--- src/sv/assert_macros.svh ---
`ifndef ASSERT_MACROS_SVH
`define ASSERT_MACROS_SVH

// Checks a condition at every rising edge of aclk outside reset.
`define ASSERT_ALWAYS(label, expr, msg) \
    label: assert property (@(posedge aclk) disable iff (!aresetn) (expr)) \
        else $error(msg);

// Checks that a condition on one edge implies another on the next edge.
`define ASSERT_NEXT(label, ante, cons, msg) \
    label: assert property (@(posedge aclk) disable iff (!aresetn) (ante) |=> (cons)) \
        else $error(msg);

`endif

--- src/sv/scss_pkg.sv ---
package scss_pkg;

    localparam int RING_DEPTH = 4;
    localparam int RING_AW    = (RING_DEPTH > 1) ? $clog2(RING_DEPTH) : 1;

    typedef logic [RING_AW-1:0] ring_idx_t;

    typedef enum logic [2:0] {
        FUNC_STEP       = 3'd0,
        FUNC_WRITE_CONF = 3'd1,
        FUNC_START      = 3'd2,
        FUNC_STOP       = 3'd3,
        FUNC_POP        = 3'd4
    } func_t;

    typedef enum logic [1:0] {
        CMD_NONE      = 2'd0,
        CMD_WRITE     = 2'd1,
        CMD_READ_FULL = 2'd2,
        CMD_READ_ADC  = 2'd3
    } cmd_t;

    typedef enum logic [2:0] {
        CFG_READY_TIMEOUT = 3'd0,
        CFG_APPLY_DELAY   = 3'd1,
        CFG_SAMPLE_DELAY  = 3'd2,
        CFG_READ_RETRY    = 3'd3,
        CFG_CHECK_RETRY   = 3'd4
    } cfg_idx_t;

    localparam logic [15:0] RESET_READY_TIMEOUT = 16'd6;
    localparam logic [15:0] RESET_APPLY_DELAY   = 16'd3;
    localparam logic [15:0] RESET_SAMPLE_DELAY  = 16'd75;
    localparam logic [7:0]  RESET_READ_RETRY    = 8'd2;
    localparam logic [7:0]  RESET_CHECK_RETRY   = 8'd2;

    typedef enum logic [2:0] {
        TM_IDLE   = 3'b001,
        TM_CONF   = 3'b010,
        TM_SAMPLE = 3'b100
    } top_mode_t;

    typedef enum logic [8:0] {
        CP_INIT       = 9'b000000001,
        CP_WAIT_WRITE = 9'b000000010,
        CP_WRITE      = 9'b000000100,
        CP_WAIT_APPLY = 9'b000001000,
        CP_WAIT_READ  = 9'b000010000,
        CP_READ       = 9'b000100000,
        CP_WAIT_CHECK = 9'b001000000,
        CP_CHECK      = 9'b010000000,
        CP_READY      = 9'b100000000
    } conf_phase_t;

    typedef enum logic [4:0] {
        SP_INIT       = 5'b00001,
        SP_WAIT_READY = 5'b00010,
        SP_REQUEST    = 5'b00100,
        SP_WAIT_DATA  = 5'b01000,
        SP_DELAY      = 5'b10000
    } samp_phase_t;

    typedef struct packed {
        logic [15:0] ready_timeout;
        logic [15:0] apply_delay;
        logic [15:0] sample_delay;
        logic [7:0]  read_retry_limit;
        logic [7:0]  check_retry_limit;
    } cfg_t;

    typedef struct packed {
        func_t       func;
        logic [31:0] now;
        logic        sensor_ready;
        logic        rx_ok;
        logic [24:0] rx_conf_word;
        logic [13:0] rx_adc_value;
        logic        rx_out_of_range;
        logic [24:0] new_conf_word;
    } item_t;

    typedef struct packed {
        logic        write_pending;
        logic        ready;
        logic        verified;
        cmd_t        cmd;
        logic [24:0] write_word;
    } conf_stat_t;

    typedef struct packed {
        logic        sampling_on;
        cmd_t        cmd;
        logic        pop_valid;
        logic [13:0] pop_value;
        logic [31:0] pop_time;
    } samp_stat_t;

    typedef struct packed {
        cmd_t        link_cmd;
        logic [24:0] write_word;
        logic        sample_valid;
        logic [13:0] sample_value;
        logic [31:0] sample_time;
        logic        conf_verified;
    } result_t;

    typedef struct packed {
        logic [13:0] value;
        logic [31:0] stamp;
    } ring_entry_t;

    // The backward distance carries an extra tick; it is kept as the sensor
    // firmware defines it.
    function automatic logic elapsed(logic [31:0] now, logic [31:0] start,
                                     logic [15:0] limit);
        logic [31:0] fwd;
        logic [31:0] back;
        fwd  = now - start;
        back = start - now + 32'd1;
        return ((now >= start) ? fwd : back) > {16'd0, limit};
    endfunction

    function automatic logic [7:0] sat_inc(logic [7:0] v);
        return (v != 8'hFF) ? v + 8'd1 : v;
    endfunction

    function automatic ring_idx_t ring_next(ring_idx_t i);
        return (i == RING_AW'(RING_DEPTH - 1)) ? '0 : i + RING_AW'(1);
    endfunction

endpackage

--- src/sv/scss_conf_fsm.sv ---
module scss_conf_fsm (
    input  logic                    aclk,
    input  logic                    aresetn,
    input  scss_pkg::cfg_t          cfg,
    input  scss_pkg::item_t         item,
    input  logic                    take_write,
    input  logic                    run,
    output scss_pkg::conf_stat_t    stat
);

    scss_pkg::conf_phase_t phase_reg, phase_next, phase_eff, step_phase;
    logic [31:0] start_reg, start_next, start_eff, step_start;
    logic [7:0]  rrc_reg, rrc_next, step_rrc;
    logic [7:0]  chk_reg, chk_next, step_chk;
    logic        ver_reg, ver_next, step_ver;
    logic        wp_reg, wp_next;
    logic [24:0] pw_reg, pw_next;
    logic [15:0] limit;
    logic        timed_out;
    scss_pkg::cmd_t step_cmd;

    always_comb begin
        // A pending write restarts the sequence within this same step.
        phase_eff = wp_reg ? scss_pkg::CP_WAIT_WRITE : phase_reg;
        start_eff = wp_reg ? item.now : start_reg;
        limit     = (phase_eff == scss_pkg::CP_WAIT_APPLY) ? cfg.apply_delay
                                                           : cfg.ready_timeout;
        timed_out = scss_pkg::elapsed(item.now, start_eff, limit);

        step_phase = phase_eff;
        step_start = start_eff;
        step_rrc   = rrc_reg;
        step_chk   = chk_reg;
        step_ver   = ver_reg;
        step_cmd   = scss_pkg::CMD_NONE;

        unique case (phase_eff)
            scss_pkg::CP_INIT, scss_pkg::CP_READY: begin
            end
            scss_pkg::CP_WAIT_WRITE: begin
                if (item.sensor_ready || timed_out) begin
                    step_phase = scss_pkg::CP_WRITE;
                end
            end
            scss_pkg::CP_WRITE: begin
                step_cmd   = scss_pkg::CMD_WRITE;
                step_chk   = 8'd0;
                step_start = item.now;
                step_phase = scss_pkg::CP_WAIT_APPLY;
            end
            scss_pkg::CP_WAIT_APPLY: begin
                if (timed_out) begin
                    step_start = item.now;
                    step_rrc   = 8'd0;
                    step_phase = scss_pkg::CP_WAIT_READ;
                end
            end
            scss_pkg::CP_WAIT_READ: begin
                if (item.sensor_ready || timed_out) begin
                    step_phase = scss_pkg::CP_READ;
                end
            end
            scss_pkg::CP_READ: begin
                step_cmd   = scss_pkg::CMD_READ_FULL;
                step_start = item.now;
                step_phase = scss_pkg::CP_WAIT_CHECK;
            end
            scss_pkg::CP_WAIT_CHECK: begin
                if (item.sensor_ready) begin
                    step_phase = scss_pkg::CP_CHECK;
                end else if (timed_out) begin
                    step_phase = (rrc_reg < cfg.read_retry_limit) ? scss_pkg::CP_READ
                                                                  : scss_pkg::CP_WRITE;
                    step_rrc   = scss_pkg::sat_inc(rrc_reg);
                end
            end
            scss_pkg::CP_CHECK: begin
                // The readback is compared whatever the frame status says.
                if (item.rx_conf_word == pw_reg) begin
                    step_ver   = 1'b1;
                    step_phase = scss_pkg::CP_READY;
                end else begin
                    step_phase = (chk_reg < cfg.check_retry_limit) ? scss_pkg::CP_READ
                                                                   : scss_pkg::CP_WRITE;
                    step_chk   = scss_pkg::sat_inc(chk_reg);
                end
            end
            default: begin
            end
        endcase

        phase_next = run ? step_phase : phase_reg;
        start_next = run ? step_start : start_reg;
        rrc_next   = run ? step_rrc   : rrc_reg;
        chk_next   = run ? step_chk   : chk_reg;
        ver_next   = run ? step_ver   : ver_reg;
        wp_next    = take_write ? 1'b1 : (run ? 1'b0 : wp_reg);
        pw_next    = take_write ? item.new_conf_word : pw_reg;

        stat.write_pending = wp_reg;
        stat.ready         = (phase_reg == scss_pkg::CP_READY);
        stat.verified      = ver_next;
        stat.cmd           = run ? step_cmd : scss_pkg::CMD_NONE;
        stat.write_word    = (stat.cmd == scss_pkg::CMD_WRITE) ? pw_reg : 25'd0;
    end

    always_ff @(posedge aclk) begin
        if (!aresetn) begin
            phase_reg <= scss_pkg::CP_INIT;
            start_reg <= 32'd0;
            rrc_reg   <= 8'd0;
            chk_reg   <= 8'd0;
            ver_reg   <= 1'b0;
            wp_reg    <= 1'b0;
            pw_reg    <= 25'd0;
        end else begin
            phase_reg <= phase_next;
            start_reg <= start_next;
            rrc_reg   <= rrc_next;
            chk_reg   <= chk_next;
            ver_reg   <= ver_next;
            wp_reg    <= wp_next;
            pw_reg    <= pw_next;
        end
    end

endmodule

--- src/sv/scss_sample_fsm.sv ---
module scss_sample_fsm (
    input  logic                    aclk,
    input  logic                    aresetn,
    input  scss_pkg::cfg_t          cfg,
    input  scss_pkg::item_t         item,
    input  logic                    run,
    input  logic                    restart_set,
    input  logic                    start,
    input  logic                    stop,
    input  logic                    pop,
    output scss_pkg::samp_stat_t    stat
);

    scss_pkg::samp_phase_t phase_reg, phase_next, phase_eff, step_phase;
    logic [31:0] start_reg, start_next, start_eff, step_start;
    logic        on_reg, on_next;
    logic        restart_reg, restart_next;
    scss_pkg::ring_idx_t head_reg, head_next, tail_reg, tail_next, tail_adv;
    scss_pkg::ring_entry_t ring_reg [scss_pkg::RING_DEPTH];
    logic [15:0] limit;
    logic        timed_out;
    logic        store;
    logic        not_empty;
    scss_pkg::cmd_t step_cmd;

    always_comb begin
        phase_eff = restart_reg ? scss_pkg::SP_WAIT_READY : phase_reg;
        start_eff = restart_reg ? item.now : start_reg;
        limit     = (phase_eff == scss_pkg::SP_DELAY) ? cfg.sample_delay
                                                      : cfg.ready_timeout;
        timed_out = scss_pkg::elapsed(item.now, start_eff, limit);

        step_phase = phase_eff;
        step_start = start_eff;
        step_cmd   = scss_pkg::CMD_NONE;
        store      = 1'b0;

        unique case (phase_eff)
            scss_pkg::SP_INIT: begin
            end
            scss_pkg::SP_WAIT_READY: begin
                if (item.sensor_ready || timed_out) begin
                    step_phase = scss_pkg::SP_REQUEST;
                end
            end
            scss_pkg::SP_REQUEST: begin
                step_cmd   = scss_pkg::CMD_READ_ADC;
                step_start = item.now;
                step_phase = scss_pkg::SP_WAIT_DATA;
            end
            scss_pkg::SP_WAIT_DATA: begin
                if (item.sensor_ready) begin
                    // Only good frames flagged out of range are kept.
                    store      = item.rx_ok && item.rx_out_of_range;
                    step_start = item.now;
                    step_phase = scss_pkg::SP_DELAY;
                end else if (timed_out) begin
                    step_start = item.now;
                    step_phase = scss_pkg::SP_DELAY;
                end
            end
            scss_pkg::SP_DELAY: begin
                if (timed_out) begin
                    step_phase = scss_pkg::SP_WAIT_READY;
                end
            end
            default: begin
            end
        endcase

        store     = store && run;
        not_empty = (head_reg != tail_reg);
        tail_adv  = scss_pkg::ring_next(tail_reg);

        phase_next = run ? step_phase : phase_reg;
        start_next = run ? step_start : start_reg;

        head_next = head_reg;
        tail_next = tail_reg;
        if (start) begin
            head_next = '0;
            tail_next = '0;
        end else if (pop && not_empty) begin
            head_next = scss_pkg::ring_next(head_reg);
        end else if (store) begin
            tail_next = tail_adv;
            // A full ring drops its oldest sample.
            if (tail_adv == head_reg) begin
                head_next = scss_pkg::ring_next(head_reg);
            end
        end

        on_next = start ? 1'b1 : (stop ? 1'b0 : on_reg);
        if (start || restart_set) begin
            restart_next = 1'b1;
        end else if (stop || run) begin
            restart_next = 1'b0;
        end else begin
            restart_next = restart_reg;
        end

        stat.sampling_on = on_reg;
        stat.cmd         = run ? step_cmd : scss_pkg::CMD_NONE;
        stat.pop_valid   = pop && not_empty;
        stat.pop_value   = stat.pop_valid ? ring_reg[head_reg].value : 14'd0;
        stat.pop_time    = stat.pop_valid ? ring_reg[head_reg].stamp : 32'd0;
    end

    always_ff @(posedge aclk) begin
        if (store) begin
            ring_reg[tail_reg] <= '{value: item.rx_adc_value, stamp: item.now};
        end
    end

    always_ff @(posedge aclk) begin
        if (!aresetn) begin
            phase_reg   <= scss_pkg::SP_INIT;
            start_reg   <= 32'd0;
            on_reg      <= 1'b0;
            restart_reg <= 1'b0;
            head_reg    <= '0;
            tail_reg    <= '0;
        end else begin
            phase_reg   <= phase_next;
            start_reg   <= start_next;
            on_reg      <= on_next;
            restart_reg <= restart_next;
            head_reg    <= head_next;
            tail_reg    <= tail_next;
        end
    end

endmodule

--- src/sv/scss_out_queue.sv ---
module scss_out_queue (
    input  logic                aclk,
    input  logic                aresetn,
    input  logic                push,
    input  scss_pkg::result_t   din,
    output logic                room,
    output logic                m_valid,
    input  logic                m_ready,
    output scss_pkg::result_t   head
);

    logic [1:0]        cnt_reg, cnt_next;
    scss_pkg::result_t slot0_reg, slot1_reg;
    logic              pop;

    always_comb begin
        pop      = (cnt_reg != 2'd0) && m_ready;
        room     = (cnt_reg != 2'd2) || m_ready;
        cnt_next = cnt_reg + {1'b0, push} - {1'b0, pop};
        m_valid  = (cnt_reg != 2'd0);
        head     = slot0_reg;
    end

    always_ff @(posedge aclk) begin
        if (pop) begin
            slot0_reg <= (cnt_reg == 2'd2) ? slot1_reg : din;
            slot1_reg <= din;
        end else if (push) begin
            if (cnt_reg == 2'd0) begin
                slot0_reg <= din;
            end else begin
                slot1_reg <= din;
            end
        end
    end

    always_ff @(posedge aclk) begin
        if (!aresetn) begin
            cnt_reg <= 2'd0;
        end else begin
            cnt_reg <= cnt_next;
        end
    end

endmodule

--- src/sv/sensor_config_and_sample_sequencer.sv ---
// Channel   Direction  Payload
// s_*       in         command request: tuser = func, tdata = step inputs
// m_*       out        one result per request
// cfg_*     in         register write port, no read-back
//
// One request is accepted every cycle while the result queue has room.
// The state update is one pass of logic between the input register and the
// two-entry result queue, so the rate is set by nothing but the handshakes.
// Reset is synchronous on aresetn; the ring keeps no reset.
// With the queue full and m_tready low, the input register holds its request
// and s_tready falls; at most three requests are buffered inside.
`include "assert_macros.svh"

module sensor_config_and_sample_sequencer (
    input  logic         aclk,
    input  logic         aresetn,
    input  logic         s_tvalid,
    output logic         s_tready,
    // now[31:0], sensor_ready[32], rx_ok[33], rx_conf_word[58:34],
    // rx_adc_value[72:59], rx_out_of_range[73], new_conf_word[98:74], zeros above
    input  logic [103:0] s_tdata,
    // func[2:0]
    input  logic [2:0]   s_tuser,
    output logic         m_tvalid,
    input  logic         m_tready,
    // link_cmd[1:0], write_word[26:2], sample_valid[27], sample_value[41:28],
    // sample_time[73:42], conf_verified[74], zeros above
    output logic [79:0]  m_tdata,
    input  logic         cfg_wr_en,
    input  logic [2:0]   cfg_addr,
    input  logic [15:0]  cfg_wdata
);

    scss_pkg::cfg_t        cfg_reg, cfg_next;
    scss_pkg::item_t       in_item_reg, s_item;
    logic                  in_valid_reg, in_valid_next;
    scss_pkg::top_mode_t   mode_reg, mode_next;
    scss_pkg::conf_stat_t  conf_st;
    scss_pkg::samp_stat_t  samp_st;
    scss_pkg::result_t     res, q_head;
    logic                  q_room, advance, s_accept;
    logic                  is_step, take_write, is_start, is_stop, is_pop;
    logic                  run_conf, run_samp, restart_set;
    logic                  both_cmds, in_hold;

    always_comb begin
        s_item.func            = scss_pkg::func_t'(s_tuser);
        s_item.now             = s_tdata[31:0];
        s_item.sensor_ready    = s_tdata[32];
        s_item.rx_ok           = s_tdata[33];
        s_item.rx_conf_word    = s_tdata[58:34];
        s_item.rx_adc_value    = s_tdata[72:59];
        s_item.rx_out_of_range = s_tdata[73];
        s_item.new_conf_word   = s_tdata[98:74];

        advance       = in_valid_reg && q_room;
        s_tready      = !in_valid_reg || advance;
        s_accept      = s_tvalid && s_tready;
        in_valid_next = s_accept ? 1'b1 : (advance ? 1'b0 : in_valid_reg);
        in_hold       = in_valid_reg && !advance;
    end

    always_comb begin
        is_step    = 1'b0;
        take_write = 1'b0;
        is_start   = 1'b0;
        is_stop    = 1'b0;
        is_pop     = 1'b0;
        unique case (in_item_reg.func)
            scss_pkg::FUNC_STEP:       is_step    = advance;
            scss_pkg::FUNC_WRITE_CONF: take_write = advance;
            scss_pkg::FUNC_START:      is_start   = advance;
            scss_pkg::FUNC_STOP:       is_stop    = advance;
            scss_pkg::FUNC_POP:        is_pop     = advance;
            default: begin
            end
        endcase

        mode_next = mode_reg;
        if (is_step) begin
            if (conf_st.write_pending) begin
                mode_next = scss_pkg::TM_CONF;
            end else if (conf_st.ready) begin
                mode_next = samp_st.sampling_on ? scss_pkg::TM_SAMPLE : scss_pkg::TM_IDLE;
            end
        end
        run_conf    = is_step && (mode_next == scss_pkg::TM_CONF);
        run_samp    = is_step && (mode_next == scss_pkg::TM_SAMPLE);
        restart_set = is_step && conf_st.write_pending && samp_st.sampling_on;

        res.link_cmd      = (conf_st.cmd != scss_pkg::CMD_NONE) ? conf_st.cmd : samp_st.cmd;
        res.write_word    = conf_st.write_word;
        res.sample_valid  = samp_st.pop_valid;
        res.sample_value  = samp_st.pop_value;
        res.sample_time   = samp_st.pop_time;
        res.conf_verified = conf_st.verified;

        both_cmds = (conf_st.cmd != scss_pkg::CMD_NONE) && (samp_st.cmd != scss_pkg::CMD_NONE);
    end

    always_comb begin
        cfg_next = cfg_reg;
        if (cfg_wr_en) begin
            unique case (cfg_addr)
                scss_pkg::CFG_READY_TIMEOUT: cfg_next.ready_timeout     = cfg_wdata;
                scss_pkg::CFG_APPLY_DELAY:   cfg_next.apply_delay       = cfg_wdata;
                scss_pkg::CFG_SAMPLE_DELAY:  cfg_next.sample_delay      = cfg_wdata;
                scss_pkg::CFG_READ_RETRY:    cfg_next.read_retry_limit  = cfg_wdata[7:0];
                scss_pkg::CFG_CHECK_RETRY:   cfg_next.check_retry_limit = cfg_wdata[7:0];
                default: begin
                end
            endcase
        end
    end

    always_ff @(posedge aclk) begin
        if (s_accept) begin
            in_item_reg <= s_item;
        end
    end

    always_ff @(posedge aclk) begin
        if (!aresetn) begin
            in_valid_reg                  <= 1'b0;
            mode_reg                      <= scss_pkg::TM_IDLE;
            cfg_reg.ready_timeout         <= scss_pkg::RESET_READY_TIMEOUT;
            cfg_reg.apply_delay           <= scss_pkg::RESET_APPLY_DELAY;
            cfg_reg.sample_delay          <= scss_pkg::RESET_SAMPLE_DELAY;
            cfg_reg.read_retry_limit      <= scss_pkg::RESET_READ_RETRY;
            cfg_reg.check_retry_limit     <= scss_pkg::RESET_CHECK_RETRY;
        end else begin
            in_valid_reg <= in_valid_next;
            mode_reg     <= mode_next;
            cfg_reg      <= cfg_next;
        end
    end

    scss_conf_fsm u_conf (
        .aclk       (aclk),
        .aresetn    (aresetn),
        .cfg        (cfg_reg),
        .item       (in_item_reg),
        .take_write (take_write),
        .run        (run_conf),
        .stat       (conf_st)
    );

    scss_sample_fsm u_sample (
        .aclk        (aclk),
        .aresetn     (aresetn),
        .cfg         (cfg_reg),
        .item        (in_item_reg),
        .run         (run_samp),
        .restart_set (restart_set),
        .start       (is_start),
        .stop        (is_stop),
        .pop         (is_pop),
        .stat        (samp_st)
    );

    scss_out_queue u_queue (
        .aclk    (aclk),
        .aresetn (aresetn),
        .push    (advance),
        .din     (res),
        .room    (q_room),
        .m_valid (m_tvalid),
        .m_ready (m_tready),
        .head    (q_head)
    );

    assign m_tdata = {5'd0, q_head.conf_verified, q_head.sample_time, q_head.sample_value,
                      q_head.sample_valid, q_head.write_word, q_head.link_cmd};

    `ASSERT_ALWAYS(a_one_link_cmd, !both_cmds, "both sequencers issued a link command")
    `ASSERT_NEXT(a_verified_sticky, conf_st.verified, conf_st.verified, "verified flag dropped")
    `ASSERT_NEXT(a_result_follows, advance, m_tvalid, "request advanced but no result queued")
    `ASSERT_NEXT(a_in_hold, in_hold, in_valid_reg && $stable(in_item_reg), "held request changed")

endmodule

--- config.mk ---
export PLATFORM = sky130hd
export DESIGN_NAME = sensor_config_and_sample_sequencer
export DESIGN_NICKNAME = d
export VERILOG_FILES = /design/src/sv/scss_pkg.sv /design/src/sv/scss_conf_fsm.sv /design/src/sv/scss_sample_fsm.sv /design/src/sv/scss_out_queue.sv /design/src/sv/sensor_config_and_sample_sequencer.sv
export VERILOG_INCLUDE_DIRS = /design/src /design/src/sv
export SDC_FILE = /design/constraint.sdc
export NUM_CORES = 1
export LEC_CHECK = 0
export BUFFER_PORTS_ARGS = -buffer_cell sky130_fd_sc_hd__buf_2
export CAP_MARGIN = 20
export CORE_MARGIN = 4
export CORE_UTILIZATION = 55
export DETAILED_ROUTE_END_ITERATION = 16
export PLACE_DENSITY = 0.71
export SETUP_SLACK_MARGIN = 0.15
export SYNTH_ARGS = -nofsm -noshare
export SYNTH_HDL_FRONTEND = slang
export SYNTH_SLANG_ARGS = --single-unit
--- constraint.sdc ---
create_clock -name aclk -period 8.9 [get_ports aclk]
set_input_delay 0.445 -clock aclk [delete_from_list [all_inputs] [get_ports aclk]]
set_output_delay 0.445 -clock aclk [all_outputs]
set_load 0.005 [all_outputs]
# After elaboration in Yosys (flattened, before gate mapping)
# Memory sizes are Yosys's and may differ from the RTL's. A register that Yosys moved wholly into a read port is not among the register bits.
# Index checks and enable logic that the tools add are counted.
[classes] add_sub_neg=12 magnitude_cmp=6 n_eq_ne=39 mux=81 bitwise=2 n_reduce_logical=45
[ops] op="$mux W75" count=7
[ops] op="$mux W32" count=8
[ops] op="$pmux W32 S2" count=2
[ops] op="$sub A32 B32 Y32" count=4
[ops] op="$add A32 B1 Y32 const B" count=2
[ops] op="$ge A32 B32 Y1" count=2
[ops] op="$gt A32 B16 Y1" count=2
[ops] op="$mux W9" count=7
[ops] op="$pmux W9 S7" count=1
[ops] op="$mux W8" count=6
[ops] op="$mux W16" count=2
[ops] op="$pmux W8 S2" count=2
[ops] op="$eq A25 B25 Y1" count=1
[ops] op="$mux W25" count=1
[ops] op="$mux W5" count=5
[ops] op="$reduce_bool A2 Y1" count=12
[ops] op="$mux W2" count=11
[ops] op="$mux W1" count=20
[ops] op="$pmux W5 S4" count=1
[ops] op="$reduce_and A2 Y1" count=9
[ops] op="$add A8 B1 Y8 const B" count=2
[ops] op="$lt A8 B8 Y1" count=2
[ops] op="$ne A8 B8 Y1 const B" count=2
[ops] op="$eq A3 B2 Y1 const B" count=5
[ops] op="other kinds (36)" count=69
[totals] ff_bits=449 ram_bits=184 input_bits=131 output_inout_bits=82 wordCells=227 memories=1
[mem_list] memory="u_sample.ring_reg" words=4 width=46 rd=1 rd_ports_with_merged_regs=1 wr=1 line_no="scss_sample_fsm.sv:19" text="scss_pkg::ring_entry_t ring_reg [scss_pkg::RING_DEPTH];"

# Logic depth before layout (Yosys ltp)
# Gate-level depths: netlist of the first run.
[logic_depth] ltp_word=13 mapped_depth=32 ltp_nobuf=26

# By module
# Synthesis of the first run repeated with hierarchy kept, for this count alone.
[hier_totals] hier_cells=3249 area_unflattened_um2=35397.7
[by_module_without_submodules] module="scss_sample_fsm" n_inst=1 cells_per_inst=1281 area_per_inst_um2=14227.4 seq_area_each_um2=6426.2
[by_module_without_submodules] module="scss_conf_fsm" n_inst=1 cells_per_inst=1287 area_per_inst_um2=9756.9 seq_area_each_um2=1681.6
[by_module_without_submodules] module="sensor_config_and_sample_sequencer" n_inst=1 cells_per_inst=429 area_per_inst_um2=5711.7 seq_area_each_um2=4424.2
[by_module_without_submodules] module="scss_out_queue" n_inst=1 cells_per_inst=252 area_per_inst_um2=5701.7 seq_area_each_um2=4544.4

# Least setup slack after synthesis of the first run
# Ideal clock, no wire load.
[synth_timing] path_kind="reg-to-reg" startpoint="register u_conf.wp_reg" endpoint="register u_conf.start_reg[31]" setup_time_ns=0.128 t_arrival_ns=6.696 required_ns=8.772 slack_ns=2.077 path_stages_with_launch=28 n_path_buf=7 synth_period_minus_slack_ns=6.823 cell_sequence="dfxtp_1 clkbuf_1 buf_1 clkbuf_1 mux2i_1 fa_1 a21o_1 a2111oi_0 o21ai_0 a221oi_1 o21a_1 buf_2 buf_1 mux2_2 ha_1 nor2b_1 o21a_1 o21a_1 o21a_1 o21ai_0 a221oi_1 or4b_1 a2111oi_4 a21bo_1 buf_4 buf_6 mux2i_1 nor2_1"
[synth_via] elab_chain_len=7 word_cells_on_any_way=19 cone_classes="add/sub (3); order compare (2); eq/ne (4); mux (8); reduce/logical (2)"
[synth_rtl] element="start, declared" line_no="scss_conf_fsm.sv:16" text="logic wp_reg, wp_next;"
[synth_rtl] element="start signal, assigned" line_no="scss_conf_fsm.sv:122" text="wp_reg <= wp_next;"
[synth_rtl] element="$mux W32" line_no="scss_conf_fsm.sv:25" text="start_eff = wp_reg ? item.now : start_reg;"
[synth_rtl] element="$sub A32 B32 Y32" line_no="scss_pkg.sv:119" text="back = start - now + 32'd1;"
[synth_rtl] element="$add A32 B1 Y32" line_no="scss_pkg.sv:119"
[synth_rtl] element="$mux W32" line_no="scss_pkg.sv:120" text="return ((now >= start) ? fwd : back) > {16'd0, limit};"
[synth_rtl] element="$gt A32 B16 Y1" line_no="scss_pkg.sv:120"
[synth_rtl] element="$mux W32" line_no="scss_conf_fsm.sv:52" text="if (timed_out) begin"
[synth_rtl] element="$pmux W32 S2" line_no="scss_conf_fsm.sv:37" text="unique case (phase_eff)"
[synth_rtl] element="end signal, assigned" line_no="scss_conf_fsm.sv:118" text="start_reg <= start_next;"
[synth_rtl] element="end, declared" line_no="scss_conf_fsm.sv:12" text="logic [31:0] start_reg, start_next, start_eff, step_start;"
# Several ways; a longest one is shown, not always the timed one.
# A chain may end at the register's enable or synchronous reset.

# Worst setup path in the final report of the first run
[layout_timing] startpoint="register u_sample.restart_reg" endpoint="register u_sample.start_reg[30]"
[layout_via] elab_chain_len=8 word_cells_on_any_way=15 cone_classes="add/sub (3); order compare (2); eq/ne (3); mux (7)"
[layout_rtl] element="start, declared" line_no="scss_sample_fsm.sv:17" text="logic restart_reg, restart_next;"
[layout_rtl] element="start signal, assigned" line_no="scss_sample_fsm.sv:127" text="restart_reg <= restart_next;"
[layout_rtl] element="$mux W32" line_no="scss_sample_fsm.sv:28" text="start_eff = restart_reg ? item.now : start_reg;"
[layout_rtl] element="$sub A32 B32 Y32" line_no="scss_pkg.sv:119"
[layout_rtl] element="$add A32 B1 Y32" line_no="scss_pkg.sv:119"
[layout_rtl] element="$mux W32" line_no="scss_pkg.sv:120"
[layout_rtl] element="$gt A32 B16 Y1" line_no="scss_pkg.sv:120"
[layout_rtl] element="$mux W32" line_no="scss_sample_fsm.sv:57" text="end else if (timed_out) begin"
[layout_rtl] element="$mux W32" line_no="scss_sample_fsm.sv:52" text="if (item.sensor_ready) begin"
[layout_rtl] element="$pmux W32 S2 *" line_no="scss_sample_fsm.sv:38" text="unique case (phase_eff)"
[layout_rtl] element="end signal, assigned" line_no="scss_sample_fsm.sv:125" text="start_reg <= start_next;"
[layout_rtl] element="end, declared" line_no="scss_sample_fsm.sv:15" text="logic [31:0] start_reg, start_next, start_eff, step_start;"
# Every way passes the cells marked *; elsewhere a longest branch is shown, timed or not.

==> results of run 1 <==
[logic make-up after synthesis]
kind of cell    Yosys count
simple gates           1100
fa+ha+maj               244
mux                     211
buf+inv                 319
other cells               1
xor+xnor                132
compound gates          676
flops                   635
[area by class of cell]
class                   instances  share of cell area, %
multi-input cells            2368                  41.89
inverters                     158                  1.510
flip-flops and latches        635                  43.30
clock inverters                33                  1.078
clock buffers                  92                  4.745
well taps                     837                  2.655
repair buffers                295                  4.792
diodes                          4                0.02537
[power breakdown]
group / total (µW) / internal, µW / switching, µW / leakage [µW]
Combinational: 1090 / 380 / 705 / 0.00917
Sequential: 3570 / 3460 / 113 / 0.00572
Clock: 2850 / 1650 / 1200 / 0.00110
[placed cells by master, fill, tap and decap left out, drive strengths merged, types with 11 or more instances in the layout]
cell type / synthesis / final
o31ai: 43 / 43
clkinv: 1 / 19
a211oi: 20 / 20
a21oi: 255 / 255
buf: 47 / 232
ha: 240 / 240
nor3: 41 / 41
and3: 23 / 23
xor2: 62 / 62
or2: 11 / 11
dfxtp: 199 / 199
mux2i: 133 / 133
a221oi: 12 / 12
nand4: 47 / 47
dlygate4sd3: 0 / 63
xnor2: 70 / 70
o211ai: 25 / 25
clkbuf: 114 / 92
o21bai: 15 / 15
edfxtp: 436 / 436
and2: 45 / 45
a31oi: 19 / 19
nor2b: 64 / 64
mux2: 32 / 32
nand2: 503 / 503
or3: 12 / 12
mux4: 46 / 46
a21o: 51 / 51
nor4: 20 / 20
nor2: 168 / 168
nand3: 99 / 99
o21ai: 118 / 118
inv: 157 / 162
o21a: 23 / 23
nand2b: 26 / 26
[repair_timing]
item | CTS | global route
hold buffers | 63 | 0
hold endpoints to repair | 63 | 0
endpoints found under the setup margin | 0 | 0
[through the flow]
step / area, µm² / power, µW / utilization (%) / hold slack [ns] / worst slack (ns)
floorplan: 34820 / 4310 / - / 0.4353 / 2.077
global placement: 36490 / 4657 / 58.69 / 0.4425 / 1.328
detailed placement: 36500 / 4685 / 58.71 / 0.4458 / 1.047
CTS: 39430 / 7561 / 63.42 / 0.0003184 / 1.014
global route: 39440 / 7820 / 63.45 / 0.004164 / 0.5541
finish: 39450 / 7507 / 63.46 / 0.02564 / 1.045
[cell usage after synthesis (26+ instances only)]
cell | count | share of area (%)
mux2_2 | 32 | 1.0
a21o_1 | 51 | 1.1
o21ai_0 | 95 | 1.4
nor2b_1 | 64 | 1.2
nand4_1 | 47 | 0.84
and2_1 | 45 | 0.81
mux4_2 | 46 | 3.0
nand2b_1 | 26 | 0.47
clkbuf_1 | 114 | 1.2
dfxtp_1 | 199 | 11
nand2_1 | 502 | 5.4
inv_1 | 157 | 1.7
nand3_1 | 99 | 1.4
edfxtp_1 | 436 | 38
nor2_1 | 168 | 1.8
a21oi_1 | 252 | 3.6
xnor2_1 | 70 | 1.8
o31ai_1 | 43 | 0.93
mux2i_1 | 133 | 3.8
nor3_1 | 40 | 0.58
xor2_1 | 62 | 1.6
ha_1 | 240 | 8.6
[per-layer routing]
layer / part of all wire [%] / GRT usage, % / vias to the layer above / routed length, µm
li1: - / - / 12430 / -
met1: 43 / 36.64 / 12760 / 39570
met2: 48 / 44.27 / 872 / 43580
met3: 5.5 / 2.741 / 178 / 4978
met4: 3.2 / 8.814 / 0 / 2881
met5: 0 / 0 / - / 0
[how the worst min path moves through the flow]
stage	endpoint	slack, ns	cells past startpoint
6_report	in_item_reg[53]	0.03	1
5_1_grt	in_item_reg[53]	0.004	1
2_1_floorplan	u_conf.phase_reg[0]	0.44	2
3_5_place_dp	cfg_reg[34]	0.45	2
3_3_place_gp	cfg_reg[18]	0.44	2
4_1_cts	in_item_reg[71]	0.0003	1
[critical path: stages (launching register included)]
cell and delay [ns]:
dfxtp_2 0.90, buf_4 0.31, mux2i_1 0.26, inv_1 0.07
ha_1 0.40, a21oi_1 0.18, o21ai_0 0.17, a221o_1 0.35
a41o_1 0.26, nor3_4 0.56, buf_4 0.39, nor2_1 0.08
a21oi_1 0.22, ha_1 0.30, nand4_1 0.13, nor2_1 0.08
o211a_1 0.12, o31ai_1 0.58, o21ai_0 0.26, a2111oi_2 0.33
nand4_1 0.16, nor4_1 0.40, o211ai_1 0.33, o211ai_4 0.30
buf_12 0.28, nand3_1 0.13, o31ai_1 0.11
==> impl_metrics.toml, run 1 <==
[global_route]
antenna_found_initial = 2
grt_use_total_pct = 26.53
grt_max_degree = 87
grt_pass1_wl_mm = 142.7
grt_pass1_vias = 25830
grt.overflow.total = 0

[logic_synthesis]
synth_xor_area_share_pct = 3.322
synth-main-ff-cell = "edfxtp_1"
synth_compound_area_share_pct = 12.49
synth_top_family_by_area = "simple AND/OR/NAND/NOR gates"
synthMuxAreaShare_pct = 7.837
synthCells = 3318
async_flop_share_pct = 0
ys_seq_elements = 635
synth_area_um2 = 34800
ys_seq_area_share_pct = 49.07
post_synth.cell_area_avg_um2 = 10.49
synth-simple-area-share_pct = 14.73
synth_fa_ha_area_share_pct = 8.859
synth_edf_count = 436
ys.warnings.count = 0
synth_cell_types = 91

[clocking]
ctsHtreeMaxLevel = 3
post-cts-setup-buffers = 0
cts_resized = 0
cts_tree = "yes"
clk_latency_ns = 0.62
cts_sinks = 635
clockRootBuffer = "clkbuf_16"
clk_pin_slew_worst_paths_ns = 0.06
cts_buffer_depth = 3
cts_buffers = 68

[placed_design]
dpl.hpwl_mm = 63.21
io_buffer_count = 202
gp_routability_congestion = 0.9151
dpl.cell_count = 4229

[worst_setup_path]
critPathCapture = "u_sample.start_reg[30]"
regToRegSetupSlack_ns = 1.05
r2r-start = "u_sample.restart_reg"
path_class = "flop to flop"
cp_data_arrival_time_ns = 8.35
crit_path_max_fanout = 64
critPathCaptureType = "flop"
start_kind = "flop"
cp_data_required_time_ns = 9.40
r2r-end = "u_sample.start_reg[30]"
crit_start = "u_sample.restart_reg"
r2r_cells = 26

[floorplan]
fp.dieH_um = 259.6
initial_core_util_pct = 55.98
rows = 91
ios = 213
die_width_um = 259.6
coreArea_um2 = 62170
dieArea_um2 = 67370

[power_and_ir_drop]
powerDensity_nw_per_um2 = 190.3
vdd_drop_max_uv = 144.2
p_leak_uw = 0.01599

[drt]
wl_mm = 91.01
num_vias = 26240
drtAntennaViolNets = 0
detail_route.vias_per_cell = 5.935
dr.pass1.iters = 6
drt_iter0_markers = 2198
wl_per_cell_um = 20.58
drc = 0

[sta]
finalMaxSlewViolations = 0
hold_viol_final = 0
fmax_mhz = 127.3
max_slew_margin_pct = 18.36
worst_pin_slew_ns = 1.220
grt_setup_unrepaired = "false"
setup_viol = 0
finalCritPeriodShare_pct = 88.25
post-route-min-period_ns = 7.855
skew_ns = 0.03438
fin_tns_setup_ns = 0

[finish]
seq_area_um2 = 17080
drive_above_1_share_pct = 12.73
syn_to_final_growth_pct = 13.36
fin_nets = 3901
multi_input_area_um2 = 16530
stdcell_count = 4422
nFillCells = 4982
largest_register_ffs = 184

[hold_path]
holdCritPathClass = "primary input to flop"
holdCritStartpoint = "s_tdata[47]"

[run_status]
outcome = "complete, no violations"

[run]
max_cap_viol_count = 0
No activity file was read; power rests on OpenSTA's default activity.
==> inputs of run 2 (changes only) <==
--- a/config.mk
+++ b/config.mk
@@ -11,7 +11,7 @@
 export CORE_MARGIN = 4
 export CORE_UTILIZATION = 55
 export DETAILED_ROUTE_END_ITERATION = 16
-export PLACE_DENSITY = 0.71
+export PLACE_DENSITY = 0.69
 export SETUP_SLACK_MARGIN = 0.15
 export SYNTH_ARGS = -nofsm -noshare
 export SYNTH_HDL_FRONTEND = slang
==> impl_metrics.toml, run 2 (synthesized netlist as in run 1, its figures left out) <==
[power_and_ir_drop]
p_leak_uw = 0.01602
power_frac_seq_pct = 48.0
vdd_drop_max_uv = 130.4
p_int_uw = 5446
powerDensity_nw_per_um2 = 188.5
power_frac_clock_pct = 37.2
p_switching_uw = 1997
netSwitchingFraction_pct = 26.83
p_total_uw = 7443
comb_power_share_pct = 14.8

[placed_design]
io_buffer_count = 202
dpl.cell_count = 4229
gp_routability_congestion = 0.9412
dpl.hpwl_mm = 64.00

[finish]
final_common_cell = "nand2_1"
largest_register_ffs = 184
drive_above_1_share_pct = 12.71
fin_util_pct = 63.51
syn_to_final_growth_pct = 13.45
final_cell_mix = "nand2_1 (502), edfxtp_1 (436), a21oi_1 (252)"
nFillCells = 4960
fin_nets = 3911
stdcell_count = 4428

[worst_setup_path]
cp_data_arrival_time_ns = 8.41
crit_start = "u_sample.restart_reg"
critPathMaxStageDelay_ns = 0.87
critPathCapture = "u_sample.start_reg[29]"
r2r_cells = 25
r2r-end = "u_sample.start_reg[29]"
start_kind = "flop"
path_class = "flop to flop"
r2r-start = "u_sample.restart_reg"
cp_data_required_time_ns = 9.41
slowest_stage = "dfxtp_2"
crit_path_max_fanout = 64
critPathCaptureType = "flop"
regToRegSetupSlack_ns = 1.01

[clocking]
cts_buffers = 67
cts_sinks = 635
cts_tree = "yes"
ctsHtreeMaxLevel = 3
clockRootBuffer = "clkbuf_16"
cts_buffer_depth = 3
clk_pin_slew_worst_paths_ns = 0.06
clk_latency_ns = 0.62

[sta]
setup_viol = 0
fmax_mhz = 126.7
holdWs_ns = 0.02065
post-route-min-period_ns = 7.893
fin_tns_setup_ns = 0
grt_setup_unrepaired = "false"
finalMaxSlewViolations = 0
hold_viol_final = 0
worst_pin_slew_ns = 1.079
finalCritPeriodShare_pct = 88.69
max_slew_margin_pct = 28.05
skew_ns = 0.02739

[global_route]
antenna_found_initial = 2
grt.overflow.total = 0
grt_pass1_vias = 25690
grt_pass1_wl_mm = 143.0
grt_max_degree = 107
grt_use_total_pct = 26.77

[drt]
drtAntennaViolNets = 0
dr.pass1.iters = 6
drc = 0
drt_iter0_markers = 2485
wl_per_cell_um = 20.77
wl_mm = 91.95
num_vias = 26180
detail_route.vias_per_cell = 5.911

[floorplan]
die_width_um = 259.6
initial_core_util_pct = 55.98
dieArea_um2 = 67370
coreArea_um2 = 62170
ios = 213
fp.dieH_um = 259.6
rows = 91

[hold_path]
holdCritPathClass = "primary input to flop"

[run_status]
outcome = "complete, no violations"

[run]
max_cap_viol_count = 0
## run 2: final cells by class
| class | instances | area (µm²) | area share (%) |
|---|---|---|---|
| clock inverter | 39 | 427.9 | 1.084 |
| tap | 837 | 1047 | 2.652 |
| multi-input combinational | 2368 | 16530 | 41.85 |
| antenna | 2 | 5.005 | 0.01268 |
| inverter | 158 | 595.6 | 1.508 |
| sequential | 635 | 17080 | 43.27 |
| timing repair buffer | 306 | 2042 | 5.172 |
| clock buffer | 83 | 1757 | 4.449 |
## run 2: worst min-delay path by stage
stage / cells past startpoint / endpoint / startpoint
global route: 1 / in_item_reg[47] / s_tdata[41]
finish: 1 / in_item_reg[35] / s_tdata[68]
floorplan: 2 / u_conf.phase_reg[0] / u_conf.phase_reg[0]
global placement: 2 / cfg_reg[38] / cfg_reg[38]
detailed placement: 2 / cfg_reg[35] / cfg_reg[35]
CTS: 1 / in_item_reg[44] / s_tdata[38]
## run 2: through the flow
stage / cell area, µm² / worst slack, ns
after global placement: 36490 / 1.219
after detailed placement: 36490 / 1.018
final: 39480 / 1.007
after floorplan: 34820 / 2.077
after CTS: 39380 / 0.9930
after global routing: 39480 / 0.3342
## run 2: metal layers
layer | share of wire (%) | wire, µm | track usage [%]
met1 | 43 | 39860 | 37.02
met4 | 2.9 | 2646 | 8.395
met2 | 48 | 43890 | 44.49
met3 | 6.0 | 5551 | 3.219
met5 | 0 | 0 | 0
## run 2: power by group through the flow
stage	clock network (µW)	registers, µW	logic (µW)
global placement	0	3620	1040
finish	2770	3570	1100
global route	2950	3590	1220
floorplan	0	3660	652
detailed placement	0	3630	1060
CTS	2820	3570	1090
## run 2: repair_timing
action / in CTS / in global routing
gates resized for setup: 0 / 0
hold buffers: 70 / 1
endpoints found under the hold margin: 70 / 1
setup buffers: 0 / 0
## run 2: worst max-delay path, delay by kind of cell (launching register included)
family | cells | cell delay (ns)
AO/OA/AOI/OAI | 11 | 3.10
adder cells (fa/ha/maj) | 2 | 0.77
buffers and inverters | 3 | 0.61
flip-flops | 1 | 0.87
multiplexers | 1 | 0.26
AND/OR/NAND/NOR | 8 | 2.11
